==> src/design/sca_pkg.sv <==
package sca_pkg;

  localparam int DYN_CHANNELS_DEF = 8;

  localparam logic signed [3:0] ANY_CHAN = -4'sd1;
  localparam logic signed [3:0] NO_OVERRIDE_CHAN = 4'sd0;

  typedef enum logic [1:0] {
    OP_START    = 2'd0,
    OP_STOP     = 2'd1,
    OP_STOP_ALL = 2'd2,
    OP_TICK     = 2'd3
  } op_t;

  typedef enum logic [2:0] {
    ST_STARTED = 3'd0,
    ST_SILENT  = 3'd1,
    ST_NOSLOT  = 3'd2,
    ST_STOPPED = 3'd3,
    ST_MISS    = 3'd4,
    ST_CLEARED = 3'd5,
    ST_TICK    = 3'd6
  } status_t;

  typedef enum logic [1:0] {
    S_IDLE,
    S_SCAN,
    S_DONE
  } fsm_t;

  typedef struct packed {
    logic [9:0]         sound;
    logic [12:0]        entity;
    logic signed [3:0]  chan;
    logic [31:0]        end_time;
  } slot_entry_t;

  typedef struct packed {
    logic wr_en;
    logic clr_one;
    logic clr_all;
  } tbl_cmd_t;

  typedef struct packed {
    logic        hit;
    logic        skip;
    logic        better;
    logic [31:0] key;
  } scan_res_t;

endpackage

==> src/design/sca_in_if.sv <==
interface sca_in_if;
  logic              valid;
  logic              ready;
  logic [1:0]        op;
  logic [12:0]       entity;
  logic signed [3:0] ent_channel;
  logic [9:0]        sound_id;
  logic [23:0]       sound_length;
  logic              audible;
  logic [15:0]       time_advance;

  modport source (
    output valid, op, entity, ent_channel, sound_id, sound_length, audible, time_advance,
    input  ready
  );
  modport sink (
    input  valid, op, entity, ent_channel, sound_id, sound_length, audible, time_advance,
    output ready
  );
endinterface

==> src/design/sca_out_if.sv <==
interface sca_out_if;
  logic       valid;
  logic       ready;
  logic [2:0] status;
  logic [2:0] slot;

  modport source (
    output valid, status, slot,
    input  ready
  );
  modport sink (
    input  valid, status, slot,
    output ready
  );
endinterface

==> src/design/sca_table.sv <==
module sca_table #(
  parameter int N = sca_pkg::DYN_CHANNELS_DEF
) (
  input  logic                  clk,
  input  logic                  rst_n,
  input  logic                  rd_en,
  input  logic [$clog2(N)-1:0]  rd_addr,
  output sca_pkg::slot_entry_t  rd_data,
  input  sca_pkg::tbl_cmd_t     cmd,
  input  logic [$clog2(N)-1:0]  wr_addr,
  input  sca_pkg::slot_entry_t  wr_data
);

  sca_pkg::slot_entry_t mem_r [N];
  sca_pkg::slot_entry_t rd_ent_r;
  logic [N-1:0]         vld_r;
  logic                 rd_vld_r;

  always_ff @(posedge clk) begin
    if (cmd.wr_en) begin
      mem_r[wr_addr] <= wr_data;
    end
    if (rd_en) begin
      rd_ent_r <= mem_r[rd_addr];
    end
  end

  always_ff @(posedge clk) begin
    if (!rst_n) begin
      vld_r    <= '0;
      rd_vld_r <= 1'b0;
    end else begin
      if (cmd.clr_all) begin
        vld_r <= '0;
      end else if (cmd.clr_one) begin
        vld_r[wr_addr] <= 1'b0;
      end else if (cmd.wr_en) begin
        vld_r[wr_addr] <= 1'b1;
      end
      if (rd_en) begin
        rd_vld_r <= vld_r[rd_addr];
      end
    end
  end

  // empty slots read as all zero
  assign rd_data = rd_vld_r ? rd_ent_r : '0;

endmodule

==> src/design/sca_scan_unit.sv <==
module sca_scan_unit (
  input  sca_pkg::slot_entry_t entry,
  input  logic                 is_start,
  input  logic [12:0]          req_entity,
  input  logic signed [3:0]    req_chan,
  input  logic [12:0]          view_entity,
  input  logic [31:0]          paint_time,
  input  logic [31:0]          best_key,
  output sca_pkg::scan_res_t   res
);

  logic same_ent;
  logic start_hit;
  logic stop_hit;

  always_comb begin
    same_ent  = (entry.entity == req_entity);
    start_hit = (req_chan != sca_pkg::NO_OVERRIDE_CHAN) && same_ent &&
                ((entry.chan == req_chan) || (req_chan == sca_pkg::ANY_CHAN));
    stop_hit  = same_ent && (entry.chan == req_chan);
    res.hit   = is_start ? start_hit : stop_hit;
    res.skip  = (entry.entity == view_entity) && (req_entity != view_entity) &&
                (entry.sound != '0);
    // signed remaining life, biased so an unsigned compare orders it
    res.key   = (entry.end_time - paint_time) ^ 32'h8000_0000;
    res.better = (res.key < best_key);
  end

endmodule

==> src/design/sound_channel_allocator.sv <==
// Sound channel allocator: a table of N dynamic voice slots and a paint-time counter.
// in_ch carries one command item (start, stop, stop all, tick); out_ch returns one
// item per command with a status code and the slot picked or stopped. Both channels
// use valid/ready; an item moves at a clock edge with both high. cfg_we/cfg_wdata
// write the view entity at any edge with cfg_we high.
// Start and stop walk the slot table through one read port and one shared compare
// unit, one slot per cycle, each read registered before the compare, then commit in
// the done state; the walk ends early when a stop or takeover matches. Stop all and
// tick skip the walk and go straight to commit. One command is in flight at a time;
// in_ch.ready is high only while the sequencer is idle.
// Result is held in an output register; if out_ch stalls, the next command is still
// accepted and walked, then waits at its commit with in_ch not ready until the held
// item is taken.
// Reset (rst_n low, synchronous) empties all slots through per-slot valid bits,
// zeroes paint time and the view entity; no clearing pass is needed.
module sound_channel_allocator #(
  parameter int DYN_CHANNELS = sca_pkg::DYN_CHANNELS_DEF
) (
  input  logic         clk,
  input  logic         rst_n,
  sca_in_if.sink       in_ch,
  sca_out_if.source    out_ch,
  input  logic         cfg_we,
  input  logic [12:0]  cfg_wdata
);

  localparam int AW = $clog2(DYN_CHANNELS);
  localparam logic [AW:0]   NUM  = (AW+1)'(DYN_CHANNELS);
  localparam logic [AW-1:0] LAST = AW'(DYN_CHANNELS - 1);

  sca_pkg::fsm_t state_r, state_nxt;

  sca_pkg::op_t      req_op_r;
  logic [12:0]       req_ent_r;
  logic signed [3:0] req_chan_r;
  logic [9:0]        req_sid_r;
  logic [23:0]       req_len_r;
  logic              req_aud_r;
  logic [15:0]       req_adv_r;

  logic [12:0] view_r;
  logic [31:0] paint_r, paint_nxt;

  logic [AW:0]   idx_r, idx_nxt;
  logic          ev_valid_r, ev_valid_nxt;
  logic [AW-1:0] ev_idx_r, ev_idx_nxt;
  logic [31:0]   best_key_r, best_key_nxt;
  logic [AW-1:0] best_idx_r, best_idx_nxt;
  logic          found_r, found_nxt;
  logic          hit_r, hit_nxt;
  logic [AW-1:0] hit_idx_r, hit_idx_nxt;

  logic              out_valid_r, out_valid_nxt;
  sca_pkg::status_t  status_r, status_nxt;
  logic [2:0]        slot_r, slot_nxt;

  logic in_acc, rd_en, commit, out_free, scan_done;

  sca_pkg::slot_entry_t rd_data, wr_data;
  sca_pkg::tbl_cmd_t    cmd;
  logic [AW-1:0]        wr_addr;
  sca_pkg::scan_res_t   res;

  sca_table #(.N(DYN_CHANNELS)) u_table (
    .clk     (clk),
    .rst_n   (rst_n),
    .rd_en   (rd_en),
    .rd_addr (idx_r[AW-1:0]),
    .rd_data (rd_data),
    .cmd     (cmd),
    .wr_addr (wr_addr),
    .wr_data (wr_data)
  );

  sca_scan_unit u_scan (
    .entry       (rd_data),
    .is_start    (req_op_r == sca_pkg::OP_START),
    .req_entity  (req_ent_r),
    .req_chan    (req_chan_r),
    .view_entity (view_r),
    .paint_time  (paint_r),
    .best_key    (best_key_r),
    .res         (res)
  );

  assign out_free  = !out_valid_r || out_ch.ready;
  assign in_acc    = in_ch.valid && in_ch.ready;
  assign scan_done = ev_valid_r && (res.hit || (ev_idx_r == LAST));

  always_comb begin
    state_nxt = state_r;
    case (state_r)
      sca_pkg::S_IDLE: begin
        if (in_acc) begin
          if (sca_pkg::op_t'(in_ch.op) == sca_pkg::OP_START ||
              sca_pkg::op_t'(in_ch.op) == sca_pkg::OP_STOP) begin
            state_nxt = sca_pkg::S_SCAN;
          end else begin
            state_nxt = sca_pkg::S_DONE;
          end
        end
      end
      sca_pkg::S_SCAN: begin
        if (scan_done) state_nxt = sca_pkg::S_DONE;
      end
      sca_pkg::S_DONE: begin
        if (out_free) state_nxt = sca_pkg::S_IDLE;
      end
      default: state_nxt = sca_pkg::S_IDLE;
    endcase
  end

  always_comb begin
    in_ch.ready = (state_r == sca_pkg::S_IDLE);
    rd_en       = (state_r == sca_pkg::S_SCAN) && (idx_r < NUM);
    commit      = (state_r == sca_pkg::S_DONE) && out_free;
  end

  always_comb begin
    idx_nxt       = idx_r;
    ev_valid_nxt  = ev_valid_r;
    ev_idx_nxt    = ev_idx_r;
    best_key_nxt  = best_key_r;
    best_idx_nxt  = best_idx_r;
    found_nxt     = found_r;
    hit_nxt       = hit_r;
    hit_idx_nxt   = hit_idx_r;
    paint_nxt     = paint_r;
    out_valid_nxt = out_valid_r && !out_ch.ready;
    status_nxt    = status_r;
    slot_nxt      = slot_r;
    cmd           = '0;
    wr_addr       = hit_idx_r;
    wr_data.sound    = req_aud_r ? req_sid_r : '0;
    wr_data.entity   = req_ent_r;
    wr_data.chan     = req_chan_r;
    wr_data.end_time = req_aud_r ? (paint_r + 32'(req_len_r)) : '0;

    if (in_acc) begin
      idx_nxt      = '0;
      ev_valid_nxt = 1'b0;
      best_key_nxt = '1;
      found_nxt    = 1'b0;
      hit_nxt      = 1'b0;
    end

    if (state_r == sca_pkg::S_SCAN) begin
      if (rd_en) idx_nxt = idx_r + 1'b1;
      ev_valid_nxt = rd_en;
      ev_idx_nxt   = idx_r[AW-1:0];
      if (ev_valid_r && !hit_r) begin
        if (res.hit) begin
          hit_nxt     = 1'b1;
          hit_idx_nxt = ev_idx_r;
        end else if (req_op_r == sca_pkg::OP_START && !res.skip && res.better) begin
          best_key_nxt = res.key;
          best_idx_nxt = ev_idx_r;
          found_nxt    = 1'b1;
        end
      end
    end

    if (commit) begin
      out_valid_nxt = 1'b1;
      slot_nxt      = '0;
      case (req_op_r)
        sca_pkg::OP_START: begin
          wr_addr = hit_r ? hit_idx_r : best_idx_r;
          if (hit_r || found_r) begin
            cmd.wr_en  = 1'b1;
            slot_nxt   = 3'(wr_addr);
            status_nxt = req_aud_r ? sca_pkg::ST_STARTED : sca_pkg::ST_SILENT;
          end else begin
            status_nxt = sca_pkg::ST_NOSLOT;
          end
        end
        sca_pkg::OP_STOP: begin
          if (hit_r) begin
            cmd.clr_one = 1'b1;
            slot_nxt    = 3'(hit_idx_r);
            status_nxt  = sca_pkg::ST_STOPPED;
          end else begin
            status_nxt = sca_pkg::ST_MISS;
          end
        end
        sca_pkg::OP_STOP_ALL: begin
          cmd.clr_all = 1'b1;
          status_nxt  = sca_pkg::ST_CLEARED;
        end
        sca_pkg::OP_TICK: begin
          paint_nxt  = paint_r + 32'(req_adv_r);
          status_nxt = sca_pkg::ST_TICK;
        end
        default: status_nxt = sca_pkg::ST_TICK;
      endcase
    end
  end

  always_ff @(posedge clk) begin
    if (!rst_n) begin
      state_r     <= sca_pkg::S_IDLE;
      view_r      <= '0;
      paint_r     <= '0;
      idx_r       <= '0;
      ev_valid_r  <= 1'b0;
      found_r     <= 1'b0;
      hit_r       <= 1'b0;
      out_valid_r <= 1'b0;
    end else begin
      state_r     <= state_nxt;
      if (cfg_we) view_r <= cfg_wdata;
      paint_r     <= paint_nxt;
      idx_r       <= idx_nxt;
      ev_valid_r  <= ev_valid_nxt;
      found_r     <= found_nxt;
      hit_r       <= hit_nxt;
      out_valid_r <= out_valid_nxt;
    end
  end

  always_ff @(posedge clk) begin
    if (in_acc) begin
      req_op_r   <= sca_pkg::op_t'(in_ch.op);
      req_ent_r  <= in_ch.entity;
      req_chan_r <= in_ch.ent_channel;
      req_sid_r  <= in_ch.sound_id;
      req_len_r  <= in_ch.sound_length;
      req_aud_r  <= in_ch.audible;
      req_adv_r  <= in_ch.time_advance;
    end
    ev_idx_r   <= ev_idx_nxt;
    best_key_r <= best_key_nxt;
    best_idx_r <= best_idx_nxt;
    hit_idx_r  <= hit_idx_nxt;
    status_r   <= status_nxt;
    slot_r     <= slot_nxt;
  end

  assign out_ch.valid  = out_valid_r;
  assign out_ch.status = status_r;
  assign out_ch.slot   = slot_r;

endmodule

==> src/flat_wrapper.sv <==
// flat-port wrapper written by rule: the top's interface ports become plain ports
module sound_channel_allocator_flat 
#(
  parameter int DYN_CHANNELS = sca_pkg::DYN_CHANNELS_DEF
)
  (clk, rst_n, cfg_we, cfg_wdata, in_ch_valid, in_ch_op, in_ch_entity, in_ch_ent_channel, in_ch_sound_id, in_ch_sound_length, in_ch_audible, in_ch_time_advance, in_ch_ready, out_ch_valid, out_ch_status, out_ch_slot, out_ch_ready);
  sca_in_if in_ch_i ();
  sca_out_if out_ch_i ();
  input  logic clk;
  input  logic rst_n;
  input  logic cfg_we;
  input  logic [12:0] cfg_wdata;
  input wire logic [$bits(in_ch_i.valid)-1:0] in_ch_valid;
  input wire logic [$bits(in_ch_i.op)-1:0] in_ch_op;
  input wire logic [$bits(in_ch_i.entity)-1:0] in_ch_entity;
  input wire logic [$bits(in_ch_i.ent_channel)-1:0] in_ch_ent_channel;
  input wire logic [$bits(in_ch_i.sound_id)-1:0] in_ch_sound_id;
  input wire logic [$bits(in_ch_i.sound_length)-1:0] in_ch_sound_length;
  input wire logic [$bits(in_ch_i.audible)-1:0] in_ch_audible;
  input wire logic [$bits(in_ch_i.time_advance)-1:0] in_ch_time_advance;
  output wire logic [$bits(in_ch_i.ready)-1:0] in_ch_ready;
  output wire logic [$bits(out_ch_i.valid)-1:0] out_ch_valid;
  output wire logic [$bits(out_ch_i.status)-1:0] out_ch_status;
  output wire logic [$bits(out_ch_i.slot)-1:0] out_ch_slot;
  input wire logic [$bits(out_ch_i.ready)-1:0] out_ch_ready;
  assign in_ch_i.valid = in_ch_valid;
  assign in_ch_i.op = in_ch_op;
  assign in_ch_i.entity = in_ch_entity;
  assign in_ch_i.ent_channel = in_ch_ent_channel;
  assign in_ch_i.sound_id = in_ch_sound_id;
  assign in_ch_i.sound_length = in_ch_sound_length;
  assign in_ch_i.audible = in_ch_audible;
  assign in_ch_i.time_advance = in_ch_time_advance;
  assign in_ch_ready = in_ch_i.ready;
  assign out_ch_valid = out_ch_i.valid;
  assign out_ch_status = out_ch_i.status;
  assign out_ch_slot = out_ch_i.slot;
  assign out_ch_i.ready = out_ch_ready;
  sound_channel_allocator #(.DYN_CHANNELS(DYN_CHANNELS)) u_core (.clk(clk), .rst_n(rst_n), .in_ch(in_ch_i), .out_ch(out_ch_i), .cfg_we(cfg_we), .cfg_wdata(cfg_wdata));
endmodule
==> config.mk <==
export PLATFORM = sky130hd
export DESIGN_NAME = sound_channel_allocator_flat
export DESIGN_NICKNAME = d
export VERILOG_FILES = /design/src/design/sca_pkg.sv /design/src/design/sca_in_if.sv /design/src/design/sca_out_if.sv /design/src/design/sca_table.sv /design/src/design/sca_scan_unit.sv /design/src/design/sound_channel_allocator.sv /design/src/flat_wrapper.sv
export SDC_FILE = /design/constraint.sdc
export NUM_CORES = 1
export LEC_CHECK = 0
export BUFFER_PORTS_ARGS = -buffer_cell sky130_fd_sc_hd__clkbuf_2
export CAP_MARGIN = 10
export CORE_MARGIN = 4
export CORE_UTILIZATION = 62
export CTS_CLUSTER_DIAMETER = 120
export DETAILED_ROUTE_END_ITERATION = 10
export GPL_ROUTABILITY_DRIVEN = 0
export PLACE_DENSITY_LB_ADDON = 0.15
export SETUP_SLACK_MARGIN = 0.5
export SLEW_MARGIN = 10
export SYNTH_ARGS = -nofsm -noshare
export SYNTH_HDL_FRONTEND = slang
export SYNTH_SLANG_ARGS = --single-unit
==> constraint.sdc <==
create_clock -name clk -period 6.1 [get_ports clk]
set_input_delay 0.61 -clock clk [delete_from_list [all_inputs] [get_ports clk]]
set_output_delay 0.61 -clock clk [all_outputs]
set_load 0.005 [all_outputs]
## Yosys cells after proc, flatten, opt, wreduce, memory -nomap -nowiden

Memories as Yosys holds them, arrays and structs flattened. A register that Yosys moved wholly into a read port is not among the register bits.
Index checks and enable logic that the tools add are counted.

| operators by class | value |
|---|---|
| add/subtract/negate cells | 4 |
| order comparisons | 5 |
| equal/unequal tests | 15 |
| mux-type cells | 53 |
| bitwise operators | 6 |
| reductions and logical operators | 35 |

Operators with widths:

| operator | number |
|---|---|
| two-way mux 32 bit | 6 |
| two-way mux 59 bit | 1 |
| adder 32 x 16 -> 32 bit | 1 |
| adder 32 x 24 -> 32 bit | 1 |
| less-than comparator 32 bit | 1 |
| subtractor 32 bit | 1 |
| equality test 13 bit | 2 |
| two-way mux 3 bit | 8 |
| two-way mux 1 bit | 23 |
| two-way mux 8 bit | 2 |
| logical AND 1 bit | 14 |
| != test 13 bit | 1 |
| two-way mux 4 bit | 3 |
| one-hot mux 3 bit (4 select lines) | 1 |
| two-way mux 10 bit | 1 |
| nonzero test 10 bit | 1 |
| AND 8 bit | 1 |
| less-than comparator 3 x 4 -> 1 bit, second input constant | 2 |
| two-way mux 2 bit | 4 |
| inverter 8 bit | 1 |
| OR 8 bit | 1 |
| equality test 2 x 1 -> 1 bit, second input constant | 3 |
| equality test 2 bit, second input constant | 3 |
| logical NOT 2 bit | 3 |
| 21 further kinds | 33 |

| word-level totals | value |
|---|---|
| register bits after elaboration | 181 |
| RAM bits | 472 |
| bits of input ports | 88 |
| output and inout port bits | 8 |
| word-level logic and storage cells | 142 |
| memories | 1 |

Memories:

| memory | words | width | read ports | clocked after memory_dff | wr ports | line | RTL |
|---|---|---|---|---|---|---|---|
| u_core.u_table.mem_r | 8 | 59 | 1 | 1 | 1 | sca_table.sv:14 | `sca_pkg::slot_entry_t mem_r [N];` |

## Depth between registers and ports, before layout

Gate-level depths: netlist (run 1).

| logic depth | value |
|---|---|
| depth after elaboration | 11 |
| mapped depth | 23 |
| gate-level depth less buffers | 19 |

## By module

Synthesis (run 1) repeated with hierarchy kept, for this count alone.

| second synthesis, totals | value |
|---|---|
| cell total of the unflattened synthesis | 2134 |
| area total of the unflattened synthesis | 31815.5 um^2 |

Modules (own cells, without submodules):

| module | times used | cells each | area each (um^2) | seq. area each (um^2) |
|---|---|---|---|---|
| sca_table | 1 | 849 | 20297.0 | 16125.5 |
| sound_channel_allocator | 1 | 859 | 8525.7 | 4294.1 |
| sca_scan_unit | 1 | 426 | 2992.9 | 0.0 |

## Worst setup path after synthesis (run 1)

Ideal clock, no wire load.

| path | value |
|---|---|
| path type | reg2reg |
| start | register u_core.u_table.rd_vld_r |
| end | register u_core.best_key_r[21] |
| arrival time | 4.824 ns |
| setup slack | 1.153 ns |
| stages on the path, launching flop included | 22 |
| buffers on the path | 4 |
| path through | dfxtp_1 > buf_2 > clkbuf_1 > clkbuf_1 > nand2_1 > ha_1 > fa_1 > nand2b_1 > a211oi_1 > o21ai_1 > o41ai_1 > nor2b_1 > o21ai_0 > xor2_1 > ha_1 > a21o_1 > a21o_1 > a21oi_1 > o2111ai_1 > nor4_4 > buf_4 > mux2_1 |

| on the way | value |
|---|---|
| longest elaborated chain between the ends | 11 |

RTL lines:

| what | line | RTL |
|---|---|---|
| from (decl) | sca_table.sv:17 | `logic rd_vld_r;` |
| from (signal assigned) | sca_table.sv:41 | `rd_vld_r <= vld_r[rd_addr];` |
| two-way mux 59 bit (*) | sca_table.sv:47 | `assign rd_data = rd_vld_r ? rd_ent_r : '0;` |
| parallel branches: the longest is 7 deep, another holds subtractor 32 bit | - |  |
| two-way mux 32 bit (*) | sound_channel_allocator.sv:152 | `if (res.hit) begin` |
| two-way mux 32 bit (*) | sound_channel_allocator.sv:151 | `if (ev_valid_r && !hit_r) begin` |
| two-way mux 32 bit (*) | sound_channel_allocator.sv:147 | `if (state_r == sca_pkg::S_SCAN) begin` |
| via u_core.best_key_nxt[21] | sound_channel_allocator.sv:47 | `logic [31:0] best_key_r, best_key_nxt;` |
| to (signal assigned) | sound_channel_allocator.sv:232 | `best_key_r <= best_key_nxt;` |
| to (decl) | sound_channel_allocator.sv:47 |  |

Mark *: on every way through the listed nets, which the timed path passes.
A chain may end at the register's enable or synchronous reset.

## Worst setup path in the final report (run 1)

| path | value |
|---|---|
| start | register u_core.u_table.rd_vld_r |
| end | register u_core.best_key_r[17] |

Same word-level chain as after synthesis.

==> run metrics, run 1 <==
WL final=70500 µm; Cell Pwr Density=308 nW/µm²; fin crit share=85.0%; GRT overflow=0; EDFF count, synth=616; LEAKAGE=12.7 nW; synth warn=0; reg-to-reg startpoint=u_core.u_table.rd_vld_r; critical path class=register to register; first-pass GRT wire length=108000 µm; Worst Tran Pin Value=1090 ps; worst path bufs/invs=1; crit path DAT=5670 ps; multi-input logic area=10600 µm²; Residual DRC=0; share of cells above drive strength 1=19.7%; crit start category=register; crit path capture type=register; routed len/inst=23.7 µm; Total GRT Usage=26.2%; Tmin final=5190 ps; 1st-pass router iterations=6; initial antenna violation count=1; f_max=193 MHz; clock latency on the worst-skew pair=610 ps; Clk pin slew, worst setup/hold paths=60 ps; M3 GR Usage=3.71%; met2 Use GR=42.3%; final setup TNS=0 ps; Area Overhead vs Synth=12.2%; Fin Hold WS=171 ps; IO buf count=95; via/cell ratio=6.32; initial core utilization=62.8%; crit path to=u_core.best_key_r[17]; root buf cell=clkbuf_16; DRT antenna net count=0; Worst path depth=18; Worst path slowest cell=o41ai_1; Mapped Avg Cell Area=14.9 µm²; vias in the first global route=18600; end of the worst register-to-register path=u_core.best_key_r[17]; synthesized area=31600 µm²; origin of the worst setup path=u_core.u_table.rd_vld_r; # diodes=0; Final Hold Viols=0; Final HPWL DP=42400 µm; Post-synth ARST share=0%; Crit path largest cell delay=580 ps; Cell variety after synth=83; Worst Path Max Fanout=49; core region area=50300 µm²; Max Root-Sink Buffers=3; Seq cells post-synth=712; register area share after synthesis=64.7%; reg2reg path depth=18; clock buffer count from CTS=73; CTS tree=done; Crit path required time=6580 ps; outcome=complete, no violations; H-tree depth=3; vias=18800; Rel. slew slack=27.4%; Mapped Cells=2121; maxcap violations=0; clock sink count=712; Die Y=234 µm; unrepaired setup endpoints after global routing=false; postcts setup bufs=0; Final Setup Violations=0; FP Rows=82; worst min-delay path class=primary input to register; flop2flop setup slack=910 ps; Top FF cell, synth=edfxtp_1; DIE AREA=54600 µm²; Final Max Slew Viols=0; peak supply drop=0.000311 V; Seq. cell area=20400 µm²; die width=234 µm; worst clock skew=19.0 ps; Cell Chain, Critical Path=nand2_1 -> ha_1 -> fa_1 -> nand2b_1 -> a211oi_1 -> o21ai_1 -> o41ai_1 -> nor2b_1 -> o21ai_0 -> xor2_1 -> ha_1 -> a21o_1 -> a21o_1 -> a21oi_1 -> o2111ai_1 -> nor4_4 -> buf_6 -> mux2_2; IO Pins=96; # nets final=2435; Iteration-0 DRC Markers=2060; GRT busiest layer=met2; met1 Usage GRT=38.0%; Syn Nets=2315; largest net degree at the start of global routing=93; filler cell count=3206; crit-path leading delay family=compound AO/OA/AOI/OAI gates
==> per-stage QoR <==
step,cell area (µm²),utilization [%],setup slack (ps),power (mW),instances
floorplan,31600,-,1150,6.14,2121
finish,35400,70.4,914,10.9,2970
global route,35400,70.4,551,11.3,2970
detailed placement,32900,65.5,769,6.38,2838
CTS,35400,70.4,712,11.0,2970
global placement,32900,65.5,793,6.35,2838
==> cell usage in the layout, fill, tap and decap left out, drive strengths merged, types with 11 or more instances in the layout <==
cell type  netlist  layout
dfxtp           96      96
xnor2           56      56
nor3            19      19
nand2          108     108
mux2i           17      17
clkinv           1      22
or3             13      13
a22oi           11      11
a211oi          23      23
nand3           31      31
o21ai          102     102
nor2b           12      12
and2            58      58
xor2            32      32
bufinv           0      11
mux4           120     120
and3            11      11
nand3b          11      11
a31oi           14      14
ha             103     103
a21o            31      31
o21a            12      12
nor4            11      11
buf             19      26
nand4           24      24
edfxtp         616     616
nand2b          14      14
clkbuf          57     190
nor2           132     132
inv             93      95
a21oi          105     105
mux2            63      63
==> layer usage <==
| metal | part of all wire (%) | wire length (µm) |
|---|---|---|
| met2 | 48 | 34000 |
| met3 | 6.6 | 4670 |
| met5 | 0.018 | 13 |
| met4 | 2.3 | 1620 |
| met1 | 43 | 30100 |
==> state kept, by name (all words and copies together) (netlist names), 4 cells and up, named ones only <==
name,flops
u_core.view_r,13
u_core.req_len_r,24
u_core.u_table.rd_ent_r,59
u_core.req_chan_r,4
u_core.req_ent_r,13
u_core.req_sid_r,10
u_core.idx_r,4
u_core.req_adv_r,16
u_core.paint_r,32
u_core.u_table.mem_r,472
u_core.best_key_r,32
==> Yosys cell counts, types with 11 or more instances <==
library cell,count,area share (%)
or3_1,13,0.26
clkbuf_1,57,0.68
edfxtp_1,616,59
nor2b_1,12,0.24
nand3_1,31,0.49
o21a_1,11,0.26
mux2_2,61,2.2
a21o_1,31,0.74
nor2_1,132,1.6
mux4_2,120,8.6
nor3_1,18,0.29
and2_1,58,1.1
o21ai_0,98,1.6
a21oi_1,105,1.7
a31oi_1,14,0.28
nand2_1,108,1.3
nand2b_1,13,0.26
nand3b_1,11,0.26
inv_1,93,1.1
dfxtp_1,96,6.1
xor2_1,32,0.89
mux2i_1,17,0.54
nand4_1,24,0.48
a211oi_1,22,0.52
xnor2_1,56,1.6
ha_1,103,4.1
==> cells by family (layout without fill, tap and decap cells) <==
group / count (synthesis) / count (layout) / share of synthesized area (%)
XOR/XNOR: 88 / 88 / 2.44
buffers and inverters: 170 / 347 / 2.10
AND/OR/NAND/NOR: 467 / 467 / 7.47
AO/OA/AOI/OAI: 378 / 378 / 7.71
flip-flops: 712 / 712 / 64.7
multiplexers: 200 / 200 / 11.3
adder cells (fa/ha/maj): 106 / 106 / 4.27
==> worst min path at each step <==
stage                                from                  end  depth (start not counted)
global placement       u_core.ev_idx_r[1]  u_core.hit_idx_r[1]                          0
CTS                       in_ch_entity[1]  u_core.req_ent_r[1]                          1
floorplan                 u_core.idx_r[2]   u_core.ev_idx_r[2]                          0
detailed placement     u_core.ev_idx_r[1]  u_core.hit_idx_r[1]                          0
finish              in_ch_sound_length[5]  u_core.req_len_r[5]                          1
global route              in_ch_entity[1]  u_core.req_ent_r[1]                          1
==> final cells by class <==
| type | count | area share [%] |
|---|---|---|
| flip-flops and latches | 712 | 57.7 |
| clock inverters | 37 | 1.34 |
| well taps | 672 | 2.37 |
| multi-input cells | 1239 | 29.8 |
| repair buffers | 121 | 2.08 |
| inverters | 94 | 1.00 |
| clock buffers | 95 | 5.68 |
==> where the power goes <==
group	switching, mW	internal [mW]
clock	1.82	2.80
sequential	0.0852	5.38
combinational	0.496	0.335
==> timing repair <==
action,in CTS,in global routing
setup endpoints to repair,0,28
hold buffers,0,0
gates resized for setup,0,2
Power figures use the tool's default switching activity.
==> inputs of run 2 (changes only) <==
CORE_UTILIZATION = 56   (was 62)
clock period = 4.29 ns   (was 6.1 ns; I/O delays follow)
==> run 2 against run 1 <==
Effect of this change:
- the run now ends with setup timing left
- power up 41%
- clock skew is 2.0 ps lower
- sequential share of layout area shrank 3.0 points
- first-iteration DRC count decreased by 11%
- clock power up 31%
- critical path depth increased by 2
- non-clock buffer count grew 138
- sequential power is 42% higher
- largest cell class unchanged
- highest routed layer is now met4
==> run metrics, run 2 (synthesis gave the netlist of run 1 again) <==
via/cell ratio=5.96; CTS tree=done; most frequent cells in the layout=616 x edfxtp_1, 122 x nor2_1, 120 x mux4_2; peak supply drop=0.000370 V; vias=19000; WHS Path Cells=1; Most flops, register=u_core.u_table.mem_r; clock buffer count from CTS=73; Clk pin slew, worst setup/hold paths=60 ps; Cell Chain, Critical Path=buf_6 -> nand2_4 -> inv_2 -> ha_4 -> nor2b_4 -> o31a_1 -> o211ai_1 -> nand3_2 -> a21o_1 -> a21oi_2 -> xnor2_2 -> ha_1 -> a21o_1 -> a21o_1 -> a21oi_2 -> o2111ai_2 -> nor4_4 -> buf_6 -> buf_12 -> mux2_4; violated checks=setup timing; final setup margin=-31.7 ps; IO buf count=95; reg-to-reg startpoint=u_core.u_table.rd_vld_r; # diodes=0; core region area=55400 µm²; unrepaired setup endpoints after global routing=true; DP Cell Count=2968; worst clock skew=17.0 ps; IO Pins=96; routed len/inst=22.4 µm; crit-path leading delay family=compound AO/OA/AOI/OAI gates; clock sink count=712; crit path DAT=4820 ps; Final Max Slew Viols=0; H-tree depth=3; first-pass GRT wire length=111000 µm; Iteration-0 DRC Markers=1832; Worst Tran Pin Value=968 ps; WL final=71300 µm; Die Y=245 µm; end of the worst register-to-register path=u_core.best_key_r[20]; Crit path largest cell delay=430 ps; Rel. slew slack=34.9%; maxcap violations=0; Fin Hold WS=21.2 ps; Largest register FFs=472; # nets final=2573; pre-CTS setup slack=-82.1 ps; Area Overhead vs Synth=18.4%; crit start category=register; Crit path required time=4790 ps; Hold Startpoint=in_ch_sound_length[7]; DIE AREA=60300 µm²; Final Setup Violations=12; DRT antenna net count=0; f_max=231 MHz; vias in the first global route=18900; 1st-pass router iterations=5; CP dominant cell by count=a21o_1; flop2flop setup slack=-30 ps; Worst path slowest cell=dfxtp_4; LEAKAGE=13.4 nW; Cell Pwr Density=410 nW/µm²; Worst Path Max Fanout=8; GRT overflow=0; worst path bufs/invs=4; Residual DRC=0; largest net degree at the start of global routing=73; root buf cell=clkbuf_16; Final HPWL DP=44800 µm; worst min-delay path class=primary input to register; biggest regs=u_core.u_table.mem_r (472), u_core.u_table.rd_ent_r (59); die width=245 µm; fin crit share=101%; crit path capture type=register; Worst Hold End=u_core.req_len_r[7]; origin of the worst setup path=u_core.u_table.rd_vld_r; FP Rows=86; initial core utilization=57.0%; outcome=finished, violations left; clock latency on the worst-skew pair=610 ps; reg2reg path depth=20; Final Hold Viols=0; most common cell after layout, fill and taps aside=edfxtp_1; filler cell count=3730; non-filler cells, final=3184; Tmin final=4320 ps; Max Root-Sink Buffers=3; initial antenna violation count=0; critical path class=register to register; Total GRT Usage=23.8%; final core occ=67.5%; share of cells above drive strength 1=25.0%
-- run 2: changes by cell type in the layout (fill, tap and decap cells not counted), sizes merged --
| cell | before | now |
|---|---|---|
| buf | 26 | 101 |
| dlygate4sd3 | 0 | 61 |
| clkinv | 22 | 32 |
| bufinv | 11 | 4 |
| clkinvlp | 3 | 0 |
| clkbuf | 190 | 191 |
| inv | 95 | 96 |
-- run 2: cell type report --
| cell class | instances | area [µm²] | area share [%] |
|---|---|---|---|
| clock buffer | 94 | 1950 | 5.21 |
| clock inverter | 38 | 313 | 0.837 |
| inverter | 94 | 355 | 0.950 |
| multi-input combinational | 1239 | 11200 | 29.9 |
| sequential | 712 | 20400 | 54.7 |
| tap | 748 | 936 | 2.50 |
| timing repair buffer | 259 | 2220 | 5.93 |
-- run 2: how the worst max path moves through the flow --
stage / endpoint / slack (ps) / cells after the start
6_report: u_core.best_key_r[20] / -30 / 20
5_1_grt: u_core.best_key_r[17] / -170 / 21
4_1_cts: u_core.best_key_r[21] / 160 / 20
3_5_place_dp: u_core.best_key_r[21] / -80 / 19
3_3_place_gp: u_core.best_key_r[21] / -30 / 19
2_1_floorplan: register / -380 / 6
-- run 2: through the flow --
step | cell area [µm²] | total power [mW] | setup TNS (ps)
detailed placement | 33800 | 9.17 | -887
finish | 37400 | 15.3 | -218
floorplan | 31800 | 8.76 | -137360
global placement | 33800 | 9.13 | -104
global route | 37400 | 15.9 | -4690
CTS | 37000 | 15.3 | 0
-- run 2: what timing repair did --
item,4_1_cts,5_1_grt
hold buffers,61,0
buffers inserted,12,7
hold endpoints to repair,61,0
setup endpoints to repair,44,44
resized for setup,68,41
pin swaps,32,46
gates cloned,2,2
-- run 2: worst reg2reg max path, stage by stage, from the launching register on --
cell	delay, ps
dfxtp_4	430
buf_6	130
nand2_4	50
inv_2	70
ha_4	190
nor2b_4	120
o31a_1	340
o211ai_1	280
nand3_2	180
a21o_1	230
a21oi_2	180
xnor2_2	150
ha_1	280
a21o_1	180
a21o_1	170
a21oi_2	120
o2111ai_2	170
nor4_4	350
buf_6	160
buf_12	140
mux2_4	300
-- run 2: per-layer routing --
metal  part of all wire [%]  wire length (µm)  track usage, %
met5                      0                 0               0
met4                    1.7              1250            5.82
met3                    6.6              4680            3.66
met2                     48             34100            37.9
met1                     44             31300            35.0
-- run 2: power breakdown --
group | switching [mW] | leakage [nW] | internal (mW)
Clock | 2.57 | 1.10 | 3.46
Combinational | 0.844 | 5.76 | 0.709
Sequential | 0.119 | 6.58 | 7.65
